File: config.mk
export PLATFORM = sky130hd
export DESIGN_NAME = prht_mod
export DESIGN_NICKNAME = d
export VERILOG_FILES = /design/src/rtl/core/prht_pkg.sv /design/src/rtl/core/prht_mod.sv
export SDC_FILE = /design/constraint.sdc
export NUM_CORES = 1
export LEC_CHECK = 0
export BUFFER_PORTS_ARGS = -buffer_cell sky130_fd_sc_hd__buf_2
export CAP_MARGIN = 5
export CORE_AREA = 2 2 39 41
export CTS_BUF_LIST = sky130_fd_sc_hd__clkbuf_2 sky130_fd_sc_hd__clkbuf_4 sky130_fd_sc_hd__clkbuf_8
export CTS_CLUSTER_SIZE = 12
export DETAILED_ROUTE_END_ITERATION = 8
export DIE_AREA = 0 0 41 43
export SLEW_MARGIN = 10
export SYNTH_ARGS = -nofsm -noshare
export SYNTH_HDL_FRONTEND = slang
export SYNTH_SLANG_ARGS = --single-unit
File: constraint.sdc
create_clock -name clk -period 0.8 [get_ports clk]
set_input_delay 0.08 -clock clk [delete_from_list [all_inputs] [get_ports clk]]
set_output_delay 0.08 -clock clk [all_outputs]
set_load 0.01 [all_outputs]
File: src/rtl/core/prht_pkg.sv
package prht_pkg;

  localparam int DEF_TABLE_ENTRIES = 1024;

  localparam int KIND_W  = 2;
  localparam int PORT_W  = 16;
  localparam int RULE_W  = 10;
  localparam int CODE_W  = 3;
  localparam int CHAIN_W = 11;

  localparam int HASH_SHIFT  = 8;
  localparam int RECIP_SHIFT = 28;

  localparam logic [CHAIN_W-1:0] CHAIN_MAX = '1;

  localparam logic [KIND_W-1:0] KIND_INSERT = 2'd0;
  localparam logic [KIND_W-1:0] KIND_SEARCH = 2'd1;
  localparam logic [KIND_W-1:0] KIND_CLEAR  = 2'd2;

  localparam logic [CODE_W-1:0] RC_CLEARED   = 3'd0;
  localparam logic [CODE_W-1:0] RC_INSERTED  = 3'd1;
  localparam logic [CODE_W-1:0] RC_FULL      = 3'd2;
  localparam logic [CODE_W-1:0] RC_FOUND     = 3'd3;
  localparam logic [CODE_W-1:0] RC_NOT_FOUND = 3'd4;

  typedef struct packed {
    logic [KIND_W-1:0] kind;
    logic [PORT_W-1:0] port;
    logic [RULE_W-1:0] rule_index;
  } prht_in_t;

  typedef struct packed {
    logic [CODE_W-1:0] result_code;
    logic [RULE_W-1:0] found_rule;
  } prht_out_t;

endpackage

File: src/rtl/core/prht_mod.sv
module prht_mod
  import prht_pkg::*;
#(
  parameter int TABLE_ENTRIES = DEF_TABLE_ENTRIES
) (
  input  logic                             clk,
  input  logic [PORT_W-1:0]                x,
  output logic [$clog2(TABLE_ENTRIES)-1:0] r
);

  localparam int IDX_W  = $clog2(TABLE_ENTRIES);
  localparam int NUM_W  = IDX_W + 1;
  localparam int PROD_W = PORT_W + RECIP_SHIFT;
  localparam int QN_W   = PORT_W + NUM_W;
  localparam longint unsigned RECIP =
    ((64'd1 << RECIP_SHIFT) + 64'(TABLE_ENTRIES) - 64'd1) / 64'(TABLE_ENTRIES);
  localparam logic [RECIP_SHIFT-1:0] RECIP_C = RECIP_SHIFT'(RECIP);
  localparam logic [NUM_W-1:0]       NUM_C   = NUM_W'(TABLE_ENTRIES);

  logic [PROD_W-1:0] prod;
  logic [PORT_W-1:0] q_r;
  logic [PORT_W-1:0] x_r;
  logic [QN_W-1:0]   qn;
  logic [QN_W-1:0]   diff;
  logic [IDX_W-1:0]  r_r;

  assign prod = PROD_W'(x) * PROD_W'(RECIP_C);
  assign qn   = QN_W'(q_r) * QN_W'(NUM_C);
  assign diff = QN_W'(x_r) - qn;
  assign r    = r_r;

  always_ff @(posedge clk) begin
    q_r <= prod[PROD_W-1:RECIP_SHIFT];
    x_r <= x;
    r_r <= diff[IDX_W-1:0];
  end

endmodule

==> results.md, run 1 <==
* Actual slew at the worst max-slew pin at 94.9 ps
* 1st-iter DRT viols at 1
* Synth-to-Final Area Change at 64.4%
* Cells after Synth at 20
* Rel. slew slack at 93.7%
* Top Ports at 27
* Die area at 1760 sq um
* Endpoint class of the critical path: output port
* Vias in the first global route at 209
* Worst min-delay path category: reg -> reg
* Dominant delay contributor by cell family on the critical path: flip-flops
* Worst setup path category: reg -> out
* Area of the multi-input gates at 0 sq um
* Root Buffer: clkbuf_4
* Post-layout net count at 72
* Fin crit period at 807 ps
* Antenna violations before repair at 0
* FP Rows at 14
* Post-synth cell types at 1
* RSZ-0062 raised after global routing: true
* H-tree Lvls at 1
* Cts bufs inserted at 3
* Inst Count DP at 56
* Most frequent cells in the layout: buf_2, dfxtp_1, dlygate4sd3_1, clkbuf_4
* Synth warnings at 0
* CP peak stage delay at 330 ps
* Worst R2R Setup Slack at 390 ps
* First-pass GRT wire length at 724 um
* Failing checks: setup timing
* FF-to-FF path depth at 0
* Total core area at 1380 sq um
* Grt ovf at 0
* Clk_lat worst skew at 280 ps
* Setup WS post-layout at -6.69 ps
* Depth of the worst hold-timing path at 0
* Post-Synth XOR/XNOR Area at 0%
* Hold Path Sink: r[4]
* Post-synthesis sequential area ratio at 100%
* Via count at approximately 240
* DR pass1 iterations at 2
* Clk_skew at 0.331 ps
* Peak VDD IR at slightly above 900 uV
* F_max at approximately 1200 MHz
* Final Hold Viols at 0
* Largest net degree at the start of global routing at 11
* Bufs on Longest Clock Path at 2
* Syn_nets at 37
* Initial Utilization at 28.9%
* Tcrit/Tclk final at 101%
* Reg clk slew, reported paths at 90 ps
* Fraction of layout cells with a size suffix above 1 at 47.2%
* Crit-path slowest cell: dfxtp_2
* CTS tree: built
* RR Startpoint: x_r[3]
* Final setup viols at 1
* Final Core Density at 47.6%
* Mapped Area at 400 sq um
* GPL Wtd Cong at 0.511
* All-Layer GR Usage at 7.21%
* Buf/Inv on CP at 1
* Leakage power at 0.307 nW
* Sink Count at 20
* Yosys reg bits at 20
* Crit path cell chain: buf_6
* Per-cell routed wire length at 7.94 um
* Cell Pwr Density at around 2400 nW/um^2
* R2R Path End: r[3]
* DRC Markers at 0
* Buffers on Ports at 20
* Status: finished, violations left
* Min-Delay Startpoint: x_r[4]
* Power Total at around 0.0016 W
* Detailed-route wire length at approximately 550 um
* Crit Path Max Fanout at 1
* Diodes inserted at 0
* Filler cell count at 126
* Non-Filler Instances at 69
* Die Ht at 43 um
* Worst setup SP type: flop
* Vias per cell at approximately 3.4
* Required time worst endpoint at 720 ps
* Mux cell area share after synthesis at 0%
* Max-slew violations at 0
* Compound-gate portion of the synthesized area at 0%
* Max Cap Viol at 0
* Post-Synth Adder-Cell Area at 0%
* Synth Area in Simple Gates at 0%
* Die Wd at slightly above 40 um
* Setup TNS at -6.69 ps
* Mean post-synth cell area at roughly 20 sq um
* Multi-In Gates at 0
* Antenna-violating nets left at 0
* Crit path DAT at 730 ps
==> state kept, by name, indices dropped and copies added (netlist names) <==
signal / flops
r: 10
x_r: 10
==> power breakdown <==
part / leakage, nW / switching, W / internal (W)
combinational: 0.125 / 0.0000322 / 0.0000714
clock: 0.0138 / 0.000254 / 0.000175
sequential: 0.169 / 0.0000113 / 0.00105
total: 0.307 / 0.000298 / 0.00130
==> synth_stat cells <==
master / instances / area share [%]
dfxtp_1: 20 / 100
==> cell families after synthesis <==
group	after synthesis
flip-flops	20
==> timing repair <==
action                                  4_1_cts  5_1_grt
hold buffers                                 10        0
endpoints found under the setup margin       10       10
resized for setup                             0        4
hold endpoints to repair                     10        0
buffers inserted                              0        0
==> through the flow <==
step	hold WS (ps)	setup slack, ps	instance area [sq um]
after floorplan	108	389	400
after global placement	183	318	520
after detailed placement	184	313	520
after CTS	335	-16.1	643
after global routing	340	-47.2	658
final	331	-6.69	658
==> how the worst max path moves through the flow <==
stage / cells past startpoint / slack [ps] / start / endpoint
after floorplan: 0 / 390 / r[0] / r[0]
after global placement: 1 / 320 / r[1] / r[1]
after detailed placement: 1 / 310 / r[7] / r[7]
after CTS: 1 / -20 / r[7] / r[7]
after global routing: 1 / -50 / r[7] / r[7]
final: 1 / -7 / r[3] / r[3]
==> layer usage <==
metal	up-vias	track usage (%)	part of all wire, %
li1	127	-	-
met3	2	1.57	7.3
met4	0	12.0	1.6
met1	98	6.67	39
met2	11	9.38	52
met5	-	0	0
==> layout make-up <==
class	instances	area [sq um]	area share [%]
flip-flops and latches	20	403	61.2
repair buffers	30	213	32.3
clock buffers	3	22.5	3.42
well taps	16	20.0	3.04
(Power assumes the default switching activity.)
==> inputs of run 2 (changes only) <==
--- a/config.mk
+++ b/config.mk
@@ -12,6 +12,7 @@
 export CTS_CLUSTER_SIZE = 12
 export DETAILED_ROUTE_END_ITERATION = 8
 export DIE_AREA = 0 0 41 43
+export MAX_ROUTING_LAYER = met4
 export SLEW_MARGIN = 10
 export SYNTH_ARGS = -nofsm -noshare
 export SYNTH_HDL_FRONTEND = slang
==> results.md, run 2 (same netlist as run 1, synthesis figures left out) <==
* Depth of the worst hold-timing path at 0 (unchanged)
* Comb pwr share at 6.5% (about the same)
* Dominant delay contributor by cell family on the critical path: flip-flops
* Total core area at 1380 sq um (unchanged)
* Die area at 1760 sq um (unchanged)
* Largest net degree at the start of global routing at 11 (unchanged)
* Multi-In Gates at 0 (unchanged)
* Inst Count DP at 56 (unchanged)
* Post-layout net count at 72 (unchanged)
* Crit Path Max Fanout at 1 (unchanged)
* Reg clk slew, reported paths at 90 ps (about the same)
* Endpoint class of the critical path: output port
* DRC Markers at 0 (unchanged)
* Peak VDD IR at 930 uV (about the same)
* Die Wd at 41 um (unchanged)
* Area of the multi-input gates at 0 sq um (unchanged)
* Final Hold Viols at 0 (unchanged)
* Actual slew at the worst max-slew pin at 94.7 ps (-0.133 ps)
* Pint at 0.00130 W (about the same)
* FF-to-FF path depth at 0 (unchanged)
* Leakage power at 0.307 nW (unchanged)
* Required time worst endpoint at 720 ps (about the same)
* Initial Utilization at 28.9% (unchanged)
* Worst setup SP type: flop
* Root Buffer: clkbuf_4
* Net switching power at 0.000297 W (about the same)
* Worst setup path category: reg -> out
* RSZ-0062 raised after global routing: true
* H-tree Lvls at 1 (unchanged)
* Rel. slew slack at 93.7% (about the same)
* Vias in the first global route at 209 (unchanged)
* Buf/Inv on CP at 1 (unchanged)
* Vias per cell at 3.48 (+0.84%)
* Die Ht at 43 um (unchanged)
* Crit path DAT at 730 ps (about the same)
* Worst R2R Setup Slack at 390 ps (about the same)
* Max Cap Viol at 0 (unchanged)
* Top Ports at 27 (unchanged)
* Clk_skew at 0.331 ps (unchanged)
* F_max at 1240 MHz (about the same)
* Antenna violations before repair at 0 (unchanged)
* DR pass1 iterations at 2 (unchanged)
* Tcrit/Tclk final at 101% (about the same)
* Fraction of layout cells with a size suffix above 1 at 47.2% (unchanged)
* Grt ovf at 0 (unchanged)
* Diodes inserted at 0 (unchanged)
* Max-slew violations at 0 (unchanged)
* Via count at 240 (+0.84%)
* Crit-path slowest cell: dfxtp_2
* Antenna-violating nets left at 0 (unchanged)
* 1st-iter DRT viols at 1 (unchanged)
* CP peak stage delay at 330 ps (about the same)
* Setup WS post-layout at -5.98 ps (+0.711 ps)
* GPL Wtd Cong at 0.512 (about the same)
* Fin crit period at 806 ps (-0.711 ps)
* Synth-to-Final Area Change at 64.4% (unchanged)
* Cts bufs inserted at 3 (unchanged)
* Per-cell routed wire length at 7.94 um (unchanged)
* Switching share of power at 18.7% (about the same)
* Reg power frac at 66.6% (about the same)
* Buffers on Ports at 20 (unchanged)
* Crit path cell chain: buf_6
* Bufs on Longest Clock Path at 2 (unchanged)
* CTS tree: built
* Cell Pwr Density at 2420 nW/um^2 (about the same)
* Worst min-delay path category: reg -> reg
* CP Depth at 1 (unchanged)
* First-pass GRT wire length at 724 um (unchanged)
* Most frequent cells in the layout: buf_2, dfxtp_1, dlygate4sd3_1, clkbuf_4
* Clock group share of total power at 26.9% (about the same)
* Detailed-route wire length at 548 um (unchanged)
* Clk_lat worst skew at 280 ps (about the same)
* All-Layer GR Usage at 7.39% (+0.18 points)
* Final hold slack at 331 ps (-0.0190 ps)
* Final setup viols at 1 (unchanged)
* # Post-CTS Setup Buffers at 0 (unchanged)
* Sink Count at 20 (unchanged)
* Status: finished, violations left
* FP Rows at 14 (unchanged)
* Failing checks: setup timing
* Non-Filler Instances at 69 (unchanged)
[run 2: cell counts in the layout (fill, tap and decap cells not counted)]
No cell type changed its count.
[run 2: layer usage]
metal	track usage [%]	part of all wire, %	up-vias
met2	9.38	52	13
li1	-	-	127
met4	12.0	1.6	0
met1	6.67	39	98
met5	-	0	-
met3	1.57	7.8	2
[run 2: power groups by stage]
stage / clock [W] / sequential [W] / combinational (W)
floorplan: 0 / 0.00110 / 0
global placement: 0 / 0.00108 / 0.0000613
detailed placement: 0 / 0.00108 / 0.0000615
CTS: 0.000455 / 0.00106 / 0.0000989
global route: 0.000497 / 0.00107 / 0.000112
finish: 0.000429 / 0.00106 / 0.000104
[run 2: final timing paths]
check	startpoint	endpoint
max	r[3]	r[3]
min	x_r[4]	r[4]
max reg2reg	x_r[3]	r[3]
min reg2reg	x_r[4]	r[4]
[run 2: final cells by class]
| class | instances | area, sq um |
|---|---|---|
| Timing Repair Buffer | 30 | 213 |
| Tap cell | 16 | 20.0 |
| Clock buffer | 3 | 22.5 |
| Sequential cell | 20 | 403 |
| Fill cell | 126 | 726 |
[run 2: timing repair]
item,in CTS,in global routing
pin swaps,0,0
endpoints found under the hold margin,10,0
gates cloned,0,0
resized for setup,0,4
setup endpoints to repair,10,10
hold buffers,10,0
[run 2: metrics by stage]
step                      area (sq um)  util [%]  setup TNS [ps]  total power [W]  worst slack, ps
after floorplan                    400         -               0          0.00110              389
after global placement             520      37.6               0          0.00114              318
after detailed placement           520      37.6               0          0.00114              313
after CTS                          643      46.5           -95.3          0.00161            -16.1
after global routing               658      47.6            -386          0.00168            -47.2
final                              658      47.6           -5.98          0.00159            -5.98
==> inputs of run 3 (changes only) <==
--- a/config.mk
+++ b/config.mk
@@ -9,10 +9,10 @@
 export CAP_MARGIN = 5
 export CORE_AREA = 2 2 39 41
 export CTS_BUF_LIST = sky130_fd_sc_hd__clkbuf_2 sky130_fd_sc_hd__clkbuf_4 sky130_fd_sc_hd__clkbuf_8
-export CTS_CLUSTER_SIZE = 12
 export DETAILED_ROUTE_END_ITERATION = 8
 export DIE_AREA = 0 0 41 43
 export MAX_ROUTING_LAYER = met4
+export PLACE_DENSITY = 0.59
 export SLEW_MARGIN = 10
 export SYNTH_ARGS = -nofsm -noshare
 export SYNTH_HDL_FRONTEND = slang
==> results.md, run 3 (same netlist as run 1, synthesis figures left out) <==
* Status: finished, violations left
* Failing checks: setup timing
* Crit path DAT at 720 ps (about the same)
* Leakage power at 0.312 nW (+1.4%)
* Peak VDD IR at 1110 uV (+19%)
* CP Launch Point: r[0]
* Endpoint class of the critical path: output port
* Rel. slew slack at 93.7% (about the same)
* Reg clk slew, reported paths at 90 ps (about the same)
* CTS tree: built
* Synth-to-Final Area Change at 68.1%
* Top Ports at 27 (unchanged)
* Worst setup path category: reg -> out
* RR Startpoint: x_r[9]
* Detailed-route wire length at 586 um (+6.9%)
* CP peak stage delay at 330 ps (about the same)
* Crit-path slowest cell: dfxtp_2
* Diodes inserted at 0 (unchanged)
* Setup WS post-layout at -0.538 ps (+5.44 ps)
* Grt ovf at 0 (unchanged)
* Fin crit period at 801 ps (-5.44 ps)
* RSZ-0062 raised after global routing: true
* FP Rows at 14 (unchanged)
* Max-slew violations at 0 (unchanged)
* Cts bufs inserted at 3 (unchanged)
* Buffers on Ports at 20 (unchanged)
* Dominant delay contributor by cell family on the critical path: flip-flops
* Crit Path Max Fanout at 1 (unchanged)
* Cell Pwr Density at 2370 nW/um^2 (-2.0%)
* Initial Utilization at 28.9% (unchanged)
* Via count at 235 (-2.1%)
* Post-layout net count at 72 (unchanged)
* Sink Count at 20 (unchanged)
* Max Cap Viol at 0 (unchanged)
* Bufs on Longest Clock Path at 2 (unchanged)
* F_max at 1250 MHz (+0.68%)
* Antenna violations before repair at 0 (unchanged)
* Min-Delay Startpoint: x_r[8]
* Total core area at 1380 sq um (unchanged)
* Die area at 1760 sq um (unchanged)
* DRC Markers at 0 (unchanged)
* Setup TNS at -0.538 ps (+5.44 ps)
* Fraction of layout cells with a size suffix above 1 at 50.9% (+3.8 points)
* Root Buffer: clkbuf_4
* Required time worst endpoint at 720 ps (about the same)
* Die Wd at 41 um (unchanged)
* Die Ht at 43 um (unchanged)
* Per-cell routed wire length at 8.49 um (+6.9%)
* Non-Filler Instances at 69 (unchanged)
* All-Layer GR Usage at 8.95% (+1.6 points)
* Worst setup SP type: flop
* Vias in the first global route at 222 (+6.2%)
* First-pass GRT wire length at 931 um (+29%)
* Area of the multi-input gates at 0 sq um (unchanged)
* Crit path cell chain: buf_6
* GPL Wtd Cong at 0.597 (+17%)
* Buf/Inv on CP at 1 (unchanged)
* Final Core Density at 48.6% (+1.1 points)
* DR pass1 iterations at 2 (unchanged)
* Filler cell count at 130 (+3.2%)
* Clk_skew at 0.404 ps (+0.0728 ps)
* Final setup viols at 1 (unchanged)
* Largest net degree at the start of global routing at 11 (unchanged)
* Final hold slack at 334 ps (+2.96 ps)
* Vias per cell at 3.41 (-2.1%)
* Worst min-delay path category: reg -> reg
* Antenna-violating nets left at 0 (unchanged)
* 1st-iter DRT viols at 1 (unchanged)
* DP Area at 520 sq um (unchanged)
* Clk_lat worst skew at 280 ps (about the same)
* Inst Count DP at 56 (unchanged)
* Multi-In Gates at 0 (unchanged)
* Final Hold Viols at 0 (unchanged)
* Most frequent cells in the layout: buf_2, dfxtp_1, dlygate4sd3_1, buf_6, dfxtp_2
* Fin area at 673 sq um (+2.3%)
* H-tree Lvls at 1 (unchanged)
* Tcrit/Tclk final at 100% (-0.68 points)
* Actual slew at the worst max-slew pin at 94.7 ps (-0.0898 ps)
run 3: cell count changes in the layout (fill, tap and decap cells not counted):
cell / change
buf_2: -2
buf_6: +2
dfxtp_1: -2
dfxtp_2: +2
run 3: routing by layer:
| layer | global-route usage [%] | routed length [um] | vias to the layer above |
|---|---|---|---|
| li1 | - | - | 127 |
| met1 | 8.67 | 203 | 99 |
| met2 | 13.1 | 342 | 7 |
| met3 | 3.14 | 26 | 2 |
| met4 | 8.00 | 14 | 0 |
| met5 | - | 0 | - |
run 3: layout make-up:
class,instances,area [sq um],area share (%)
Timing Repair Buffer,30,225,33.5
Sequential cell,20,405,60.2
Tap cell,16,20.0,2.97
Clock buffer,3,22.5,3.35
run 3: repair_timing:
item | in CTS | in global routing
gates resized for setup | 2 | 6
hold buffers | 10 | 0
setup endpoints to repair | 6 | 10
setup buffers | 0 | 0
hold endpoints to repair | 10 | 0
pin swaps | 0 | 0
run 3: final timing paths:
path              depth (start not counted)   end  slack, ps
hold reg to reg                           0  r[8]        330
hold / removal                            0  r[8]        330
setup reg to reg                          0  r[9]        390
setup / recovery                          1  r[0]       -0.5
run 3: where the power goes:
| group | switching (W) | leakage [nW] | internal (W) | total (W) |
|---|---|---|---|---|
| combinational | 0.0000336 | 0.129 | 0.0000774 | 0.000111 |
| clock | 0.000248 | 0.0138 | 0.000174 | 0.000423 |
| sequential | 0.0000126 | 0.169 | 0.00105 | 0.00106 |
| total | 0.000294 | 0.312 | 0.00130 | 0.00160 |
run 3: metrics by stage:
stage	worst slack [ps]	power, W
after floorplan	389	0.00110
after global placement	316	0.00114
after detailed placement	291	0.00115
after CTS	-18.1	0.00161
after global routing	-51.7	0.00169
final	-0.538	0.00160
